**config.mk**
```make
export PLATFORM = sky130hd
export DESIGN_NAME = epoch_day_number_converter_flat
export DESIGN_NICKNAME = d
export VERILOG_FILES = /design/src/rtl/edn_pkg.sv /design/src/rtl/edn_req_if.sv /design/src/rtl/edn_rsp_if.sv /design/src/rtl/epoch_day_number_converter.sv /design/src/flat_wrapper.sv
export SDC_FILE = /design/constraint.sdc
export NUM_CORES = 1
export LEC_CHECK = 0
export BUFFER_PORTS_ARGS = -buffer_cell sky130_fd_sc_hd__buf_2
export CORE_MARGIN = 4
export CORE_UTILIZATION = 55
export DETAILED_ROUTE_END_ITERATION = 10
export PLACE_DENSITY = 0.75
export SLEW_MARGIN = 30
export SYNTH_ARGS = -nofsm -noshare
export SYNTH_HDL_FRONTEND = slang
export SYNTH_SLANG_ARGS = --single-unit
```
**constraint.sdc**
```tcl
create_clock -name clock -period 7.1 [get_ports clock]
set_input_delay 0.71 -clock clock [delete_from_list [all_inputs] [get_ports clock]]
set_output_delay 0.71 -clock clock [all_outputs]
set_load 0.05 [all_outputs]
```
**src/rtl/edn_pkg.sv**
```systemverilog
// Shared types, constants and calendar helpers for the epoch day number converter.
package edn_pkg;

   localparam int unsigned EPOCH_YEAR        = 1970;
   localparam int unsigned DEFAULT_LAST_YEAR = 2099;
   localparam int unsigned DAYS_YEAR         = 365;
   localparam int unsigned DAYS_LEAP_YEAR    = 366;
   localparam int unsigned MONTHS_PER_YEAR   = 12;
   localparam int unsigned DAYS_PER_WEEK     = 7;
   localparam int unsigned EPOCH_WEEKDAY     = 4;
   localparam int unsigned LEAP_CYCLE        = 4;
   localparam int unsigned CENTURY           = 100;
   localparam int unsigned QUAD_CENTURY      = 400;
   localparam int unsigned NUM_MAX           = 65535;

   typedef logic [11:0] year_type;
   typedef logic [3:0]  month_type;
   typedef logic [4:0]  day_type;
   typedef logic [15:0] num_type;
   typedef logic [16:0] acc_type;
   typedef logic [8:0]  ylen_type;
   typedef logic [2:0]  wd_type;
   typedef logic [1:0]  c4_type;
   typedef logic [6:0]  c100_type;
   typedef logic [8:0]  c400_type;

   typedef enum logic [1:0] {
      ST_IDLE,
      ST_YEARS,
      ST_MONTHS,
      ST_FINISH
   } state_type;

   typedef enum logic {
      OP_DATE_TO_NUM = 1'b0,
      OP_NUM_TO_DATE = 1'b1
   } op_type;

   typedef struct packed {
      op_type    op;
      year_type  year_in;
      month_type month_in;
      day_type   day_in;
      num_type   day_number_in;
   } req_type;

   typedef struct packed {
      num_type   day_number_out;
      year_type  year_out;
      month_type month_out;
      day_type   day_out;
      wd_type    weekday;
      logic      valid_res;
   } rsp_type;

   function automatic day_type month_days(month_type m, logic leap);
      day_type d;
      unique case (m)
         4'd2:                      d = leap ? 5'd29 : 5'd28;
         4'd4, 4'd6, 4'd9, 4'd11:   d = 5'd30;
         default:                   d = 5'd31;
      endcase
      return d;
   endfunction

   function automatic wd_type mod7_small(day_type v);
      day_type r;
      r = v;
      if (r >= 5'd28) r = r - 5'd28;
      if (r >= 5'd14) r = r - 5'd14;
      if (r >= 5'd7)  r = r - 5'd7;
      return r[2:0];
   endfunction

   function automatic wd_type wd_add(wd_type a, wd_type b);
      logic [3:0] s;
      s = {1'b0, a} + {1'b0, b};
      if (s >= 4'd7) s = s - 4'd7;
      return s[2:0];
   endfunction

endpackage

```
**src/rtl/edn_req_if.sv**
```systemverilog
// Request channel interface carrying one conversion item.
interface edn_req_if;
   logic             valid;
   logic             ready;
   edn_pkg::req_type data;

   modport source (output valid, output data, input ready);
   modport sink   (input valid, input data, output ready);
endinterface

```
**src/rtl/edn_rsp_if.sv**
```systemverilog
// Response channel interface carrying one conversion result.
interface edn_rsp_if;
   logic             valid;
   logic             ready;
   edn_pkg::rsp_type data;

   modport source (output valid, output data, input ready);
   modport sink   (input valid, input data, output ready);
endinterface

```
**src/rtl/epoch_day_number_converter.sv**
```systemverilog
// Date to day number steps the years from 1970 up to the target year, then the months up to the
// target month; day number to date steps the years from 1970, then the months, to the date.
// Both then load the result; an item rejected on its fields goes straight to loading its result.
// Throughput: one item at a time, the next taken in the cycle after its result is loaded, paced
// by the year stepping loop through the single shared add/subtract unit; a held result stalls.
// Reset (synchronous) returns the sequencer to idle and drops any pending result.
module epoch_day_number_converter #(
   parameter int unsigned LAST_YEAR = edn_pkg::DEFAULT_LAST_YEAR
) (
   input logic        clock,
   input logic        reset,
   edn_req_if.sink    req_bus,
   edn_rsp_if.source  rsp_bus
);

   localparam edn_pkg::year_type EPOCH_Y = edn_pkg::year_type'(edn_pkg::EPOCH_YEAR);
   localparam edn_pkg::year_type LAST_Y  = edn_pkg::year_type'(LAST_YEAR);
   localparam edn_pkg::c4_type   C4_INIT =
      edn_pkg::c4_type'(edn_pkg::EPOCH_YEAR % edn_pkg::LEAP_CYCLE);
   localparam edn_pkg::c100_type C100_INIT =
      edn_pkg::c100_type'(edn_pkg::EPOCH_YEAR % edn_pkg::CENTURY);
   localparam edn_pkg::c400_type C400_INIT =
      edn_pkg::c400_type'(edn_pkg::EPOCH_YEAR % edn_pkg::QUAD_CENTURY);
   localparam edn_pkg::c100_type C100_LAST = edn_pkg::c100_type'(edn_pkg::CENTURY - 1);
   localparam edn_pkg::c400_type C400_LAST = edn_pkg::c400_type'(edn_pkg::QUAD_CENTURY - 1);
   localparam edn_pkg::wd_type   WD_INIT   = edn_pkg::wd_type'(edn_pkg::EPOCH_WEEKDAY - 1);
   localparam edn_pkg::month_type LAST_M   = edn_pkg::month_type'(edn_pkg::MONTHS_PER_YEAR);
   localparam edn_pkg::acc_type  ACC_MAX   = edn_pkg::acc_type'(edn_pkg::NUM_MAX);

   edn_pkg::state_type state_ff, state_in;
   edn_pkg::op_type    op_ff, op_in;
   edn_pkg::year_type  year_tgt_ff, year_tgt_in;
   edn_pkg::month_type month_tgt_ff, month_tgt_in;
   edn_pkg::day_type   day_tgt_ff, day_tgt_in;
   edn_pkg::num_type   num_ff, num_in;
   edn_pkg::year_type  year_ff, year_in;
   edn_pkg::c4_type    c4_ff, c4_in;
   edn_pkg::c100_type  c100_ff, c100_in;
   edn_pkg::c400_type  c400_ff, c400_in;
   edn_pkg::month_type month_ff, month_in;
   edn_pkg::acc_type   acc_ff, acc_in;
   edn_pkg::wd_type    wd_ff, wd_in;
   logic               ok_ff, ok_in;
   logic               rsp_valid_ff, rsp_valid_in;
   edn_pkg::rsp_type   rsp_data_ff, rsp_data_in;

   logic               leap;
   edn_pkg::ylen_type  ylen;
   edn_pkg::day_type   dim;
   edn_pkg::acc_type   operand;
   edn_pkg::acc_type   acc_sum;
   logic               acc_gt;
   logic               req_take;
   logic               bad_req;
   edn_pkg::req_type   req;

   assign req     = req_bus.data;
   assign leap    = (c4_ff == '0) && ((c100_ff != '0) || (c400_ff == '0));
   assign ylen    = leap ? edn_pkg::ylen_type'(edn_pkg::DAYS_LEAP_YEAR)
                         : edn_pkg::ylen_type'(edn_pkg::DAYS_YEAR);
   assign dim     = edn_pkg::month_days(month_ff, leap);

   always_comb begin
      if (state_ff == edn_pkg::ST_YEARS) begin
         operand = edn_pkg::acc_type'(ylen);
      end else if (op_ff == edn_pkg::OP_DATE_TO_NUM && month_ff == month_tgt_ff) begin
         operand = edn_pkg::acc_type'(day_tgt_ff);
      end else begin
         operand = edn_pkg::acc_type'(dim);
      end
   end

   assign acc_sum = (op_ff == edn_pkg::OP_DATE_TO_NUM) ? acc_ff + operand : acc_ff - operand;
   assign acc_gt  = acc_ff > operand;

   assign req_bus.ready = (state_ff == edn_pkg::ST_IDLE);
   assign req_take      = req_bus.valid && req_bus.ready;
   assign rsp_bus.valid = rsp_valid_ff;
   assign rsp_bus.data  = rsp_data_ff;

   always_comb begin
      if (req.op == edn_pkg::OP_DATE_TO_NUM) begin
         bad_req = (req.year_in < EPOCH_Y) || (req.year_in > LAST_Y) ||
                   (req.month_in == '0) || (req.month_in > LAST_M) || (req.day_in == '0);
      end else begin
         bad_req = (req.day_number_in == '0);
      end
   end

   always_comb begin
      state_in     = state_ff;
      op_in        = op_ff;
      year_tgt_in  = year_tgt_ff;
      month_tgt_in = month_tgt_ff;
      day_tgt_in   = day_tgt_ff;
      num_in       = num_ff;
      year_in      = year_ff;
      c4_in        = c4_ff;
      c100_in      = c100_ff;
      c400_in      = c400_ff;
      month_in     = month_ff;
      acc_in       = acc_ff;
      wd_in        = wd_ff;
      ok_in        = ok_ff;
      rsp_valid_in = rsp_valid_ff && !rsp_bus.ready;
      rsp_data_in  = rsp_data_ff;

      unique case (state_ff)
         edn_pkg::ST_IDLE: begin
            if (req_take) begin
               op_in        = req.op;
               year_tgt_in  = req.year_in;
               month_tgt_in = req.month_in;
               day_tgt_in   = req.day_in;
               num_in       = req.day_number_in;
               year_in      = EPOCH_Y;
               c4_in        = C4_INIT;
               c100_in      = C100_INIT;
               c400_in      = C400_INIT;
               month_in     = edn_pkg::month_type'(1);
               wd_in        = WD_INIT;
               acc_in       = (req.op == edn_pkg::OP_DATE_TO_NUM) ? '0
                                 : edn_pkg::acc_type'(req.day_number_in);
               ok_in        = 1'b0;
               state_in     = bad_req ? edn_pkg::ST_FINISH : edn_pkg::ST_YEARS;
            end
         end
         edn_pkg::ST_YEARS: begin
            if ((op_ff == edn_pkg::OP_DATE_TO_NUM) ? (year_ff == year_tgt_ff)
                                                   : !acc_gt) begin
               state_in = edn_pkg::ST_MONTHS;
            end else if (op_ff == edn_pkg::OP_NUM_TO_DATE && year_ff >= LAST_Y) begin
               ok_in    = 1'b0;
               state_in = edn_pkg::ST_FINISH;
            end else begin
               acc_in  = acc_sum;
               wd_in   = edn_pkg::wd_add(wd_ff, leap ? 3'd2 : 3'd1);
               year_in = year_ff + 1'b1;
               c4_in   = c4_ff + 1'b1;
               c100_in = (c100_ff == C100_LAST) ? '0 : c100_ff + 1'b1;
               c400_in = (c400_ff == C400_LAST) ? '0 : c400_ff + 1'b1;
            end
         end
         edn_pkg::ST_MONTHS: begin
            if (op_ff == edn_pkg::OP_DATE_TO_NUM) begin
               if (month_ff == month_tgt_ff) begin
                  acc_in   = acc_sum;
                  wd_in    = edn_pkg::wd_add(wd_ff, edn_pkg::mod7_small(day_tgt_ff));
                  ok_in    = (day_tgt_ff <= dim) && (acc_sum <= ACC_MAX);
                  state_in = edn_pkg::ST_FINISH;
               end else begin
                  acc_in   = acc_sum;
                  wd_in    = edn_pkg::wd_add(wd_ff, edn_pkg::mod7_small(dim));
                  month_in = month_ff + 1'b1;
               end
            end else begin
               if (month_ff < LAST_M && acc_gt) begin
                  acc_in   = acc_sum;
                  wd_in    = edn_pkg::wd_add(wd_ff, edn_pkg::mod7_small(dim));
                  month_in = month_ff + 1'b1;
               end else begin
                  wd_in    = edn_pkg::wd_add(wd_ff, edn_pkg::mod7_small(acc_ff[4:0]));
                  ok_in    = 1'b1;
                  state_in = edn_pkg::ST_FINISH;
               end
            end
         end
         edn_pkg::ST_FINISH: begin
            if (!rsp_valid_ff || rsp_bus.ready) begin
               rsp_valid_in = 1'b1;
               rsp_data_in  = '0;
               if (ok_ff) begin
                  rsp_data_in.day_number_out = (op_ff == edn_pkg::OP_DATE_TO_NUM)
                                                  ? acc_ff[15:0] : num_ff;
                  rsp_data_in.year_out       = year_ff;
                  rsp_data_in.month_out      = month_ff;
                  rsp_data_in.day_out        = (op_ff == edn_pkg::OP_DATE_TO_NUM)
                                                  ? day_tgt_ff : acc_ff[4:0];
                  rsp_data_in.weekday        = wd_ff;
                  rsp_data_in.valid_res      = 1'b1;
               end
               state_in = edn_pkg::ST_IDLE;
            end
         end
         default: state_in = edn_pkg::ST_IDLE;
      endcase
   end

   always_ff @(posedge clock) begin
      if (reset) begin
         state_ff     <= edn_pkg::ST_IDLE;
         rsp_valid_ff <= 1'b0;
      end else begin
         state_ff     <= state_in;
         rsp_valid_ff <= rsp_valid_in;
      end
   end

   always_ff @(posedge clock) begin
      op_ff        <= op_in;
      year_tgt_ff  <= year_tgt_in;
      month_tgt_ff <= month_tgt_in;
      day_tgt_ff   <= day_tgt_in;
      num_ff       <= num_in;
      year_ff      <= year_in;
      c4_ff        <= c4_in;
      c100_ff      <= c100_in;
      c400_ff      <= c400_in;
      month_ff     <= month_in;
      acc_ff       <= acc_in;
      wd_ff        <= wd_in;
      ok_ff        <= ok_in;
      rsp_data_ff  <= rsp_data_in;
   end

`ifndef SYNTHESIS
   a_take_leaves_idle: assert property (@(posedge clock) disable iff (reset)
      req_take |=> state_ff != edn_pkg::ST_IDLE)
      else $error("sequencer stayed idle after taking an item");

   a_month_in_range: assert property (@(posedge clock) disable iff (reset)
      state_ff == edn_pkg::ST_MONTHS |-> month_ff != '0 && month_ff <= LAST_M)
      else $error("month counter out of range");

   a_weekday_range: assert property (@(posedge clock) disable iff (reset)
      state_ff != edn_pkg::ST_IDLE |-> wd_ff < 3'd7)
      else $error("weekday accumulator out of range");

   a_invalid_zero: assert property (@(posedge clock) disable iff (reset)
      rsp_valid_ff && !rsp_data_ff.valid_res |->
         rsp_data_ff.day_number_out == '0 && rsp_data_ff.year_out == '0 &&
         rsp_data_ff.month_out == '0 && rsp_data_ff.day_out == '0 &&
         rsp_data_ff.weekday == '0)
      else $error("invalid result carries non-zero fields");
`endif

endmodule
```
**src/flat_wrapper.sv**
```systemverilog
// flat-port wrapper written by rule: the top's interface ports become plain ports
module epoch_day_number_converter_flat 
#(
   parameter int unsigned LAST_YEAR = edn_pkg::DEFAULT_LAST_YEAR
)
  (clock, reset, req_bus_valid, req_bus_data, req_bus_ready, rsp_bus_valid, rsp_bus_data, rsp_bus_ready);
  edn_req_if req_bus_i ();
  edn_rsp_if rsp_bus_i ();
  input logic clock;
  input logic reset;
  input wire logic [$bits(req_bus_i.valid)-1:0] req_bus_valid;
  input wire logic [$bits(req_bus_i.data)-1:0] req_bus_data;
  output wire logic [$bits(req_bus_i.ready)-1:0] req_bus_ready;
  output wire logic [$bits(rsp_bus_i.valid)-1:0] rsp_bus_valid;
  output wire logic [$bits(rsp_bus_i.data)-1:0] rsp_bus_data;
  input wire logic [$bits(rsp_bus_i.ready)-1:0] rsp_bus_ready;
  assign req_bus_i.valid = req_bus_valid;
  assign req_bus_i.data = req_bus_data;
  assign req_bus_ready = req_bus_i.ready;
  assign rsp_bus_valid = rsp_bus_i.valid;
  assign rsp_bus_data = rsp_bus_i.data;
  assign rsp_bus_i.ready = rsp_bus_ready;
  epoch_day_number_converter #(.LAST_YEAR(LAST_YEAR)) u_core (.clock(clock), .reset(reset), .req_bus(req_bus_i), .rsp_bus(rsp_bus_i));
endmodule
```
### Yosys cells after proc, flatten, opt, wreduce, memory -nomap -nowiden

Index checks and enable logic that the tools add are counted.
Widths: inputs -> output; s select.

* bitwise logic cells: 1
* equality and inequality tests: 22
* add/subtract/negate cells: 28
* reduce and logical (&&, ||, !) cells: 35
* magnitude comparators: 24
* muxes and demuxes: 119

Operator list (number)
* $mux 5: 33
* $mux 17: 7
* $mux 3: 27
* $pmux 17 s3: 1
* $mux 12: 3
* $mux 9: 4
* $mux 16: 2
* $mux 7: 4
* $sub 3x3->3 const B: 9
* $mux 2: 13
* $pmux 12 s2: 1
* $ge 4x3->1 const B: 5
* $ge 5x3->1 const B: 4
* $ge 5x4->1 const B: 4
* $sub 5x4->5 const B: 4
* $pmux 9 s2: 1
* $add 17x17->17: 1
* $gt 17x17->1: 1
* $le 17x16->1 const B: 1
* $sub 17x17->17: 1
* $add 3x3->4: 4
* $logic_not 16->1: 1
* $mux 4: 4
* $ge 5x5->1 const B: 3
* other kinds (51): 91

* register bits: 137
* logic and storage cells: 250
* output and inout bits: 43
* input bits: 42

### Depth between registers and ports, before layout

* depth in word-level cells: 28
* gate-level depth with buffers: 22
* gate-level depth less buffers: 22

### Least setup slack after synthesis

Ideal clock, no wire load.

* kind: reg-to-reg
* start point: register u_core.c100_ff[2]
* end point: register u_core.c100_ff[0] (enable)
* stages on the path, launching flop included: 15
* library setup time: 427 ps
* buffers on the path: 0
* data arrival time: 4617 ps
* path slack: 2056 ps
* clock period less this slack: 5044 ps
* data required time: 6673 ps
* path through: edfxtp_1 > nor3_1 > nand3_1 > o21ai_0 > nand2_1 > nand2_1 > o21ai_0 > a31o_2 > ha_1 > o21ba_2 > o2111ai_1 > a21oi_1 > o21ai_0 > nand3_1 > a21oi_1

* cells in the longest elaborated chain, start to end: 12
* elaborated cells between the ends (all ways): 13
* classes of those cells: order compare: 1; eq/ne: 1; mux: 6; reduce/logical: 5

RTL lines
* start: declaration: line epoch_day_number_converter.sv:38 `edn_pkg::c100_type c100_ff, c100_in;`
* start signal: assignment: line epoch_day_number_converter.sv:207 `c100_ff <= c100_in;`
* $reduce_bool 7->1 (*): line epoch_day_number_converter.sv:58 `assign leap = (c4_ff == '0) && ((c100_ff != '0) || (c400_ff == '0));`
* $logic_or 1x1->1 (*): line epoch_day_number_converter.sv:58
* $logic_and 1x1->1 (*): line epoch_day_number_converter.sv:58
* $mux 1: line edn_pkg.sv:59 `4'd2: d = leap ? 5'd29 : 5'd28;`
* $pmux 5 s2: line edn_pkg.sv:58 `unique case (m)`
* $mux 5: line epoch_day_number_converter.sv:66 `end else if (op_ff == edn_pkg::OP_DATE_TO_NUM && month_ff == month_tgt_ff) begin`
* $mux 17 (*): line epoch_day_number_converter.sv:64 `if (state_ff == edn_pkg::ST_YEARS) begin`
* $gt 17x17->1 (*): line epoch_day_number_converter.sv:74 `assign acc_gt = acc_ff > operand;`
* $logic_not 1->1 (*): line epoch_day_number_converter.sv:130 `: !acc_gt) begin`
* $mux 1 (*): line epoch_day_number_converter.sv:129 `if ((op_ff == edn_pkg::OP_DATE_TO_NUM) ? (year_ff == year_tgt_ff)`
* $ne 2x2->1 (no line) (*)
* $reduce_and 4->1 (no line) (*)

Every way passes the cells marked *; elsewhere a longest branch is shown, timed or not.
A chain may end at the register's enable or synchronous reset.

### Worst setup path in the final report

* start point: register u_core.acc_ff[3]
* end point: register u_core.wd_ff[1] (data pin)

* cells in the longest elaborated chain, start to end: 21
* elaborated cells between the ends (all ways): 27
* classes of those cells: add/sub: 5; order compare: 5; mux: 16; reduce/logical: 1

RTL lines
* start: declaration: line epoch_day_number_converter.sv:41 `edn_pkg::acc_type acc_ff, acc_in;`
* start signal: assignment: line epoch_day_number_converter.sv:210 `acc_ff <= acc_in;`
* $sub 5x5->5 or $ge 5x5->1 (tied branches): line edn_pkg.sv:69 `if (r >= 5'd28) r = r - 5'd28;`
* $mux 5: line edn_pkg.sv:69
* $mux 5: line epoch_day_number_converter.sv:157 `if (month_ff < LAST_M && acc_gt) begin`
* $mux 5: line epoch_day_number_converter.sv:145 `if (op_ff == edn_pkg::OP_DATE_TO_NUM) begin`
* $mux 5: line epoch_day_number_converter.sv:108 `unique case (state_ff)`
* $sub 5x4->5 or $ge 5x4->1 (tied branches): line edn_pkg.sv:70 `if (r >= 5'd14) r = r - 5'd14;`
* $mux 5: line edn_pkg.sv:70
* $mux 5: line epoch_day_number_converter.sv:157
* [... 6 more ...]
* $mux 3: line epoch_day_number_converter.sv:108
* $add 3x3->4: line edn_pkg.sv:77 `s = {1'b0, a} + {1'b0, b};`
* $ge 4x3->1 or $sub 3x3->3 (tied branches): line edn_pkg.sv:78 `if (s >= 4'd7) s = s - 4'd7;`
* $mux 3: line edn_pkg.sv:78
* $mux 3 (*): line epoch_day_number_converter.sv:157
* $mux 3 (*): line epoch_day_number_converter.sv:145
* $pmux 3 s3 (*): line epoch_day_number_converter.sv:108
* net u_core.wd_in[1]: line epoch_day_number_converter.sv:42 `edn_pkg::wd_type wd_ff, wd_in;`
* end signal: assignment: line epoch_day_number_converter.sv:211 `wd_ff <= wd_in;`
* end: declaration: line epoch_day_number_converter.sv:42

The timed path passes the listed nets; every way through them passes the cells marked *. The select of a mux whose other input is x is not followed.

==> qor.yml <==
cts.clk_slew.worst_paths_ps: 70
max-vdd-ir-drop_mv: 0.296
cp.required_ps: 7230
htree_levels: 4
die-area_mm2: 0.0180
via_count: 6436
outcome: "finished clean"
yosysMostFrequentCell: "edfxtp_1"
crit_path_max_fanout: 12
drt_iter0_drc: 397
clk-insertion-delay-late_ps: 430
gp_congestion: 0.889
synth_compound_area_frac: 0.124
first_pass_iters: 5
p_leak_uw: 0.00394
crit_type: "flop to flop"
synthArstFlopShare: 0
syn_area_mm2: 0.00877
final_nets: 992
fillers: 1263
fin_crit_sh: 0.766
cts.path.max_buffers: 2
row_count: 45
syn-instance-count: 821
maxCapViolCount: 0
slew_violations: 0
synth_top_area_share: 0.459
io_pins: 85
syn_avg_cell_area_um2: 10.7
fp.dieW_um: 134
setup_viol: 0
area_growth_pct: 13.5
fin_skew_ps: 15.5
fp.coreArea_mm2: 0.0154
grt_use_total: 0.218
cts_buffers: 17
synth-adder-area-share: 0.0893
drt_wl_total_um: 19100
netlist_top_cells_count: "edfxtp_1 (134), nand2_1 (79), ha_1 (53)"
synth_ff_type: "edfxtp_1"
reg2reg_to: "u_core.wd_ff[1]"
grt_pass1_wl_um: 31400
post_cts_resized: 0
wl_per_cell_um: 17.1
synthXorXnorAreaFrac: 0.0619
arrival_ps: 5570
grt_overflow: 0
worstMarginPinSlew_ps: 816
ctsRootBufferMaster: "clkbuf_16"
maxSlewHeadroom: 0.456
end_kind: "flop"
cp-start-kind: "flop"
holdBufCountCts: 0
hold_path_depth: 1
diodes: 0
hold_class: "input port to flop"
hp-start: "req_bus_data[25]"
yosysTopAreaCell: "edfxtp_1"
rsz0062_at_grt: "false"
synth_area_leaders: "edfxtp_1 (46%), ha_1 (7.6%), mux2i_1 (4.6%), nand2_1 (3.4%), xnor2_1 (3.3%)"
synthMuxAreaShare: 0.0551
yosys.area_share.simple: 0.167
hold_viol_final: 0
port-buffer-count: 84
period_needed_ps: 5440
power_density_mw_per_mm2: 505
synth_top_family_by_area: "simple AND/OR/NAND/NOR gates"
reg2reg_depth: 21
ys_ff_latch: 137
grt_max_degree: 52
yosysWarnings: 0
synth.distinct_cells: 80
fp.dieH_um: 134
timing.setup.tns_ps: 0
post-cts-setup-buffers: 0
drive_gt1_frac: 0.162
holdPathEnd: "u_core.year_tgt_ff[0]"
antenna_left: 0
synth-edff-count: 134
post-route-util: 0.645
drcViolationCount: 0
r2r-start: "u_core.acc_ff[3]"
start_util: 0.568
cts_sinks: 137
grt_pass1_vias: 6233
via_per_inst: 5.77
fmax_ghz: 0.184
antenna_found_initial: 1
cts_tree: "yes"
r2r_setup_slack_ps: 1660
seq_area_frac_synth: 0.466
dp.final_hpwl_um: 13500
synth_fp_nets: 922
## layout make-up
type / instances / area [um^2] / share of cell area
Clock buffer: 17 / 425 / 0.0428
Sequential cell: 137 / 4080 / 0.410
Inverter: 43 / 161 / 0.0162
Timing Repair Buffer: 89 / 458 / 0.0460
Tap cell: 211 / 264 / 0.0265
Multi-Input combinational cell: 603 / 4380 / 0.440
Clock inverter: 15 / 179 / 0.0180
## worst max-delay path, cell delays in order, from the launching register on
cell	delay, ps
edfxtp_1	600
ha_1	270
nor3b_1	230
o21ai_0	110
mux2_2	300
ha_1	260
o211a_1	150
a311oi_2	310
xnor2_1	180
ha_1	270
a21o_1	180
a21oi_4	180
xnor2_1	140
ha_1	190
inv_1	60
fa_1	500
inv_1	50
ha_1	210
a21oi_1	230
nor2b_1	70
a2111oi_0	440
o311ai_0	200
## logic make-up after synthesis
family	Yosys count
AND/OR/NAND/NOR	281
flip-flops	137
buffers and inverters	81
AO/OA/AOI/OAI	154
multiplexers	47
XOR/XNOR	62
adder cells (fa/ha/maj)	59
## stage by stage
step	hold WS, ps	total power [uW]	worst slack, ps	instance area, um^2	instances
floorplan	488	3570	2060	8770	821
global placement	531	4060	1940	9340	1083
detailed placement	529	4130	1730	9340	1083
CTS	442	5030	1710	9950	1115
global route	438	5430	1320	9950	1115
finish	453	5030	1660	9950	1115
## per-layer routing
metal  routed length [um]  track usage  vias to the layer above
met3                  858       0.0443                       27
li1                     -            -                     3139
met1                 8790        0.292                     3110
met2                 9020        0.359                      158
met5                    8            0                        -
met4                  386       0.0707                        2
## worst max path at each step
stage | start | to | cells past startpoint | slack [ps]
floorplan | u_core.c100_ff[2] | u_core.c100_ff[0] | 14 | 2060
global placement | u_core.acc_ff[3] | u_core.wd_ff[1] | 21 | 1940
detailed placement | u_core.acc_ff[3] | u_core.wd_ff[1] | 21 | 1730
CTS | u_core.acc_ff[3] | u_core.wd_ff[1] | 21 | 1710
global route | u_core.acc_ff[3] | u_core.wd_ff[1] | 21 | 1320
finish | u_core.acc_ff[3] | u_core.wd_ff[1] | 21 | 1660
## sequential cells by signal, summed over array words and instances, names as in the netlist
signal / count
u_core.c400_ff: 9
u_core.rsp_bus.valid: 1
u_core.month_ff: 4
u_core.op_ff: 1
u_core.day_tgt_ff: 5
u_core.num_ff: 16
u_core.c4_ff: 2
u_core.ok_ff: 1
u_core.acc_ff: 17
u_core.c100_ff: 7
u_core.rsp_bus.data: 41
u_core.state_ff: 2
u_core.year_ff: 12
u_core.wd_ff: 3
u_core.month_tgt_ff: 4
u_core.year_tgt_ff: 12
## power by group
| group | leakage [uW] | switching (uW) | total (uW) | internal, uW |
|---|---|---|---|---|
| logic | 0.00238 | 1500 | 2630 | 1130 |
| clock network | 0.000288 | 408 | 883 | 475 |
| registers | 0.00127 | 286 | 1520 | 1230 |
## cell usage in the layout, fill, tap and decap left out, types with 10 or more instances in the layout
| master | netlist | final |
|---|---|---|
| a21oi_1 | 25 | 24 |
| xor2_1 | 29 | 29 |
| nor3_1 | 10 | 10 |
| nor2b_1 | 34 | 33 |
| nand3_1 | 23 | 23 |
| buf_2 | 7 | 84 |
| nand2b_1 | 10 | 10 |
| mux2i_1 | 40 | 40 |
| and2_1 | 29 | 28 |
| nor2_1 | 46 | 46 |
| o21ai_0 | 37 | 37 |
| a21o_1 | 12 | 12 |
| ha_1 | 53 | 52 |
| inv_1 | 42 | 42 |
| xnor2_1 | 33 | 33 |
| nand2_1 | 79 | 79 |
| clkbuf_16 | 0 | 17 |
| edfxtp_1 | 134 | 134 |
Note: power is estimated with default switching activity, not from simulation.
